==> config.mk <==
export PLATFORM = sky130hd
export DESIGN_NAME = pgg_isqrt
export DESIGN_NICKNAME = d
export VERILOG_FILES = /design/src/sv/pgg_pkg.sv /design/src/sv/pgg_isqrt.sv
export SDC_FILE = /design/constraint.sdc
export NUM_CORES = 2
export LEC_CHECK = 0
export BUFFER_PORTS_ARGS = -buffer_cell sky130_fd_sc_hd__buf_2
export CAP_MARGIN = 20
export CORE_AREA = 2 2 552 554
export DETAILED_ROUTE_END_ITERATION = 7
export DIE_AREA = 0 0 554 556
export GPL_ROUTABILITY_DRIVEN = 0
export MAX_ROUTING_LAYER = met4
export PLACE_DENSITY = 0.61
export REMOVE_ABC_BUFFERS = 1
export SYNTH_ARGS = -nofsm -noshare
export SYNTH_HDL_FRONTEND = slang
export SYNTH_MEMORY_MAX_BITS = 65536
export SYNTH_SLANG_ARGS = --single-unit
==> constraint.sdc <==
create_clock -name i_clk -period 3.51 [get_ports i_clk]
set_input_delay 0.702 -clock i_clk [delete_from_list [all_inputs] [get_ports i_clk]]
set_output_delay 0.702 -clock i_clk [all_outputs]
set_load 0.01 [all_outputs]
==> src/sv/pgg_pkg.sv <==
package pgg_pkg;

    localparam int UNIFORM_BITS_DEF = 16;
    localparam int SCALE_W = 16;
    localparam int SAMPLE_W = 32;
    localparam int LOG_STEPS = 30;
    localparam int SQRT_STEPS = 32;
    localparam int DIV_STEPS = 32;
    localparam logic [SCALE_W-1:0] SCALE_RESET = 16'd256;
    localparam logic [30:0] TWO_LN2_Q30 = 31'd1488522236;

endpackage

==> src/sv/pgg_isqrt.sv <==
module pgg_isqrt import pgg_pkg::*; #(
    parameter int SIDE_W = 1
) (
    input  logic              i_clk,
    input  logic              i_rst_n,
    input  logic              i_en,
    input  logic              i_valid,
    input  logic [63:0]       i_x,
    input  logic [SIDE_W-1:0] i_side,
    output logic              o_valid,
    output logic [31:0]       o_root,
    output logic [SIDE_W-1:0] o_side
);

    logic              r_v [SQRT_STEPS];
    logic [63:0]       r_x [SQRT_STEPS];
    logic [63:0]       r_r [SQRT_STEPS];
    logic [SIDE_W-1:0] r_s [SQRT_STEPS];

    for (genvar g = 0; g < SQRT_STEPS; g++) begin : g_step
        localparam logic [63:0] BIT = 64'd1 << (62 - 2 * g);
        logic              w_v;
        logic [63:0]       w_x;
        logic [63:0]       w_r;
        logic [SIDE_W-1:0] w_s;
        logic [63:0]       w_rb;
        logic [63:0]       n_x;
        logic [63:0]       n_r;

        if (g == 0) begin : g_first
            assign w_v = i_valid;
            assign w_x = i_x;
            assign w_r = '0;
            assign w_s = i_side;
        end else begin : g_next
            assign w_v = r_v[g-1];
            assign w_x = r_x[g-1];
            assign w_r = r_r[g-1];
            assign w_s = r_s[g-1];
        end

        assign w_rb = w_r + BIT;

        always_comb begin
            if (w_x >= w_rb) begin
                n_x = w_x - w_rb;
                n_r = (w_r >> 1) + BIT;
            end else begin
                n_x = w_x;
                n_r = w_r >> 1;
            end
        end

        always_ff @(posedge i_clk) begin
            if (!i_rst_n) begin
                r_v[g] <= 1'b0;
            end else if (i_en) begin
                r_v[g] <= w_v;
            end
        end

        always_ff @(posedge i_clk) begin
            if (i_en) begin
                r_x[g] <= n_x;
                r_r[g] <= n_r;
                r_s[g] <= w_s;
            end
        end
    end

    assign o_valid = r_v[SQRT_STEPS-1];
    assign o_root  = r_r[SQRT_STEPS-1][31:0];
    assign o_side  = r_s[SQRT_STEPS-1];

endmodule

Word-level counts from Yosys, hierarchy flattened --
Memories as Yosys holds them, arrays and structs flattened. Index checks and enable logic that the tools add are counted. W data, S select, Z words.
Storage, ports and cells: register bits after elaboration 0, memory bits (writable) 4160, bits of input ports 69, output and inout bits 34, word-level logic and storage cells 263, memories 4
Memory list:
- r_r | words 32, width 64, read ports 32, clocked after Yosys merged registers in 0, write ports 32, line pgg_isqrt.sv:17 | logic [63:0] r_r [SQRT_STEPS];
- r_x | words 32, width 64, read ports 31, clocked after Yosys merged registers in 0, write ports 32, line pgg_isqrt.sv:16 | logic [63:0] r_x [SQRT_STEPS];
- r_s | words 32, width 1, read ports 32, clocked after Yosys merged registers in 0, write ports 32, line pgg_isqrt.sv:18 | logic [SIDE_W-1:0] r_s [SQRT_STEPS];
- r_v | words 32, width 1, read ports 32, clocked after Yosys merged registers in 0, write ports 32, line pgg_isqrt.sv:15 | logic r_v [SQRT_STEPS];
Cells by class: add/subtract/negate cells 94, order comparisons 32, muxes and demuxes 101, bitwise logic cells 32
Operator list (count):
- $mux W64 | 63
- $ge A64 B64 Y1 | 31
- $sub A64 B64 Y64 | 31
- $add A63 B1 Y64 const B | 1
- $add A63 B11 Y64 const B | 1
- $add A63 B13 Y64 const B | 1
- $add A63 B15 Y64 const B | 1
- $add A63 B17 Y64 const B | 1
- $add A63 B19 Y64 const B | 1
- $add A63 B21 Y64 const B | 1
- $add A63 B23 Y64 const B | 1
- $add A63 B25 Y64 const B | 1
- $add A63 B27 Y64 const B | 1
- $add A63 B29 Y64 const B | 1
- $add A63 B3 Y64 const B | 1
- $add A63 B31 Y64 const B | 1
- $add A63 B33 Y64 const B | 1
- $add A63 B35 Y64 const B | 1
- $add A63 B37 Y64 const B | 1
- $add A63 B39 Y64 const B | 1
- $add A63 B41 Y64 const B | 1
- $add A63 B43 Y64 const B | 1
- $add A63 B45 Y64 const B | 1
- $add A63 B47 Y64 const B | 1
- other kinds (46) | 113

Logic depth before layout (Yosys ltp) --
word-level depth 4, mapped depth 15, mapped depth without buffers 12

Least setup slack after synthesis --
No wires, ideal clock.
path type reg2reg, start mem r_x[26][36] (netlist: r_x[1][676]), end mem r_x[27][60] (netlist: r_x[1][764]), data pin, library setup time 0.260 ns, data arrival time 3.234 ns, required time 3.250 ns, setup slack 0.016 ns, stages on the path, launching flop included 12, path buffers 1, clock period less this slack 3.494 ns, cells stage by stage edfxtp_1 > ha_1 > buf_4 > or4b_4 > or2_0 > or4_1 > or4_1 > nand3_1 > or2_4 > o211a_1 > o2111ai_1 > xnor2_1
RTL lines (line):
- from (decl) | pgg_isqrt.sv:16

==> metrics.cfg <==
[outcome]
status=finished with violations
violations=setup timing

[logic_synthesis]
synth_largest_area_cell=edfxtp_1
netlist_top_cells_count=edfxtp_1 (2575), inv_1 (700), nor2_1 (641)
synth_seq_cells=2576
synthTopCellsByArea=edfxtp_1 (63%), ha_1 (5.7%), xnor2_1 (3.4%), xor2_1 (2.9%), a21oi_1 (2.6%)
ys_types=103
syn_avg_cell_area_um2=12.6
synth_top_area_share_pct=62.8
syn_inst=9791
synth_area_um2=123000
yosysWarnings=0
synth_edf_count=2575
async_flop_share_pct=0
ys_seq_area_share_pct=62.8
synth_most_common_cell=edfxtp_1
ys.flop_type=edfxtp_1

[timing]
setup_viol=1
fin_tns_setup_ps=-8.22
layout_setup_ws_ps=-8.22
timing.final.crit_share_pct=100
hold_viol_final=0
fin_crit_ps=3520
slew_violations=0
clock-skew-final_ps=51.8
fmax_ghz=0.284
worstMarginPinSlew_ps=982
holdWs_ps=188
slew_headroom_pct=32.9
rsz0062_at_grt=true

[cts]
htree_levels=5
cts_tree=done
cts.path.max_buffers=4
numCtsBuffers=283
clkTransAtPathRegs_ps=60
clockRootBuffer=clkbuf_16
clock_sinks=2576
clkLatencyLatePin_ps=910

[worst_hold_path]
whs_path_depth=3
hold_path_class=input pin to flip-flop

[worst_setup_path]
cpMaxStageDelayCell=or4_4
startpoint=r_x[1][676]$_DFFE_PP_
r2r-end=r_x[1][765]$_DFFE_PP_
cp-endpoint=r_x[1][765]$_DFFE_PP_
critPathMaxStageDelay_ps=570
r2r_start=r_x[1][676]$_DFFE_PP_
cp_max_fo=8
crit_chain=ha_4 -> or4b_4 -> or2_0 -> or4_1 -> or4_4 -> nand3_4 -> or2_4 -> buf_6 -> o21ai_4 -> nor3_1 -> xor2_1
crit_arrival_ps=4120
r2r_cells=11
cp_data_required_time_ps=4110
endpoint_kind=flip-flop
reg2reg_slack_ps=-8
path_class=flip-flop to flip-flop
start_kind=flip-flop

[flow_run]
drv_cap=0

[detailed_routing]
drt_iter0_drc=7057
vias_per_cell=5.48
dr_total_vias=82091
routed_wl_um=317000
drc_errors=0
dr.pass1.iters=8
ant_nets=0
wl_per_cell_um=21.2

[floorplan]
die_h_um=556
die_w_um=554
pin_count=103
die_area_um2=308000
core_um2=302000
fp-row-count=202
start_util_pct=40.8

[layout]
multiInputGateArea_um2=44100
nFillCells=25995
areaGrowthSynthToFinish_pct=18.1
nNetsFinal=11402
drive_gt1_share_pct=15.0
seq_area_um2=77300
fin_area_um2=146000

[power]
p_sw_share_pct=30.1
powerDensity_nw_per_um2=646
clock_power_share_pct=31.2
power_frac_comb_pct=23.9
finalPower_w=0.0941
ir_drop_uv=552
p_sw_w=0.0283
seqPwrFrac_pct=44.9
power.leakage_nw=55.3
p_int_w=0.0658

[placed_design]
port_buffers=102
place_area_um2=134000
dp_hpwl_um=237000

[grt]
grt_pass1_vias=81639
grt_pass1_wl_um=476000
grt_overflow=0
grt_max_degree=158
grt_usage_pct=20.4
antenna_found_initial=1

what timing repair did:
item	4_1_cts	5_1_grt
cloned	1	9
pin swaps	15	74
setup buffers	4	34
hold buffers	63	0
endpoints found under the hold margin	63	0
setup endpoints to repair	240	378
gates resized for setup	72	265
logic make-up (layout without fill, tap and decap cells):
| group | after synthesis | count (layout) | synth area share (%) |
|---|---|---|---|
| other cells | 0 | 3 | 0 |
| flops | 2576 | 2576 | 62.8 |
| fa+ha+maj | 558 | 558 | 5.67 |
| xor+xnor | 882 | 882 | 6.27 |
| compound gates | 1868 | 1869 | 9.49 |
| mux | 73 | 73 | 0.659 |
| buf+inv | 923 | 2121 | 2.84 |
| simple gates | 2911 | 2912 | 12.3 |
state kept, by name, summed over array words and instances (netlist names):
| signal | flops |
|---|---|
| r_r | 528 |
| r_s | 32 |
| r_v | 32 |
| r_x | 1984 |
cell usage in the layout, fill, tap and decap left out, types with 43 or more instances in the layout:
master	instances
nor3_1	226
clkbuf_16	291
a21o_1	252
clkinv_1	64
a21oi_1	608
nand4_1	169
nand3_1	155
xnor2_1	470
mux2_2	65
or4_1	61
dlygate4sd3_1	63
nand2b_1	103
and3_1	92
buf_4	697
buf_2	101
nor2b_1	67
nand2_1	615
or3_1	74
o21a_1	100
nor4_1	317
clkbuf_1	43
o21ai_0	412
edfxtp_1	2575
o21bai_1	56
xor2_1	404
ha_1	536
inv_1	695
nor2_1	626
stage by stage:
step	utilization (%)	setup WS (ps)	instances
6_report	48.2	-8.22	14972
5_1_grt	48.2	-187	14970
4_1_cts	47.6	0.217	14927
3_5_place_dp	44.2	-450	14358
3_3_place_gp	44.2	-400	14358
2_1_floorplan	-	-1050	9572
power by group through the flow:
stage / Combinational (W) / Clock, W / Sequential [W]
floorplan: 0.0137 / 0 / 0.0413
finish: 0.0225 / 0.0293 / 0.0423
global route: 0.0245 / 0.0312 / 0.0426
detailed placement: 0.0212 / 0 / 0.0428
CTS: 0.0216 / 0.0300 / 0.0422
global placement: 0.0208 / 0 / 0.0428
how the worst min path moves through the flow:
stage	startpoint	endpoint	slack, ps
global placement	r_s[16]$_DFFE_PP_	r_s[17]$_DFFE_PP_	400
global route	i_x[63]	r_x[0][63]$_DFFE_PP_	160
detailed placement	r_s[16]$_DFFE_PP_	r_s[17]$_DFFE_PP_	410
CTS	i_x[63]	r_x[0][63]$_DFFE_PP_	130
finish	i_x[63]	r_x[0][63]$_DFFE_PP_	190
floorplan	r_s[9]$_DFFE_PP_	r_s[10]$_DFFE_PP_	400
per-layer routing:
metal | wire length, um | share of wire [%] | global-route usage [%]
met1 | 119000 | 38 | 22.0
met2 | 171000 | 54 | 37.9
met3 | 12800 | 4.0 | 2.18
met4 | 14600 | 4.6 | 8.49
met5 | 0 | 0 | -
critical path: cells and delay by family, from the launching register on:
family	cells	cell delay, ps
AO/OA/AOI/OAI	1	100
flip-flops	1	430
AND/OR/NAND/NOR	7	2190
adder cells (fa/ha/maj)	1	290
XOR/XNOR	1	120
buffers and inverters	1	110
cell type report:
cell class	instances	area share, %
antenna	3	0.00516
clock buffer	330	5.05
clock inverter	171	1.23
inverter	704	1.82
multi-input combinational	6294	30.3
sequential	2576	53.1
tap	3978	3.42
timing repair buffer	915	5.07
timing repair inverter	1	0.00602
Power figures use the tool's default switching activity.
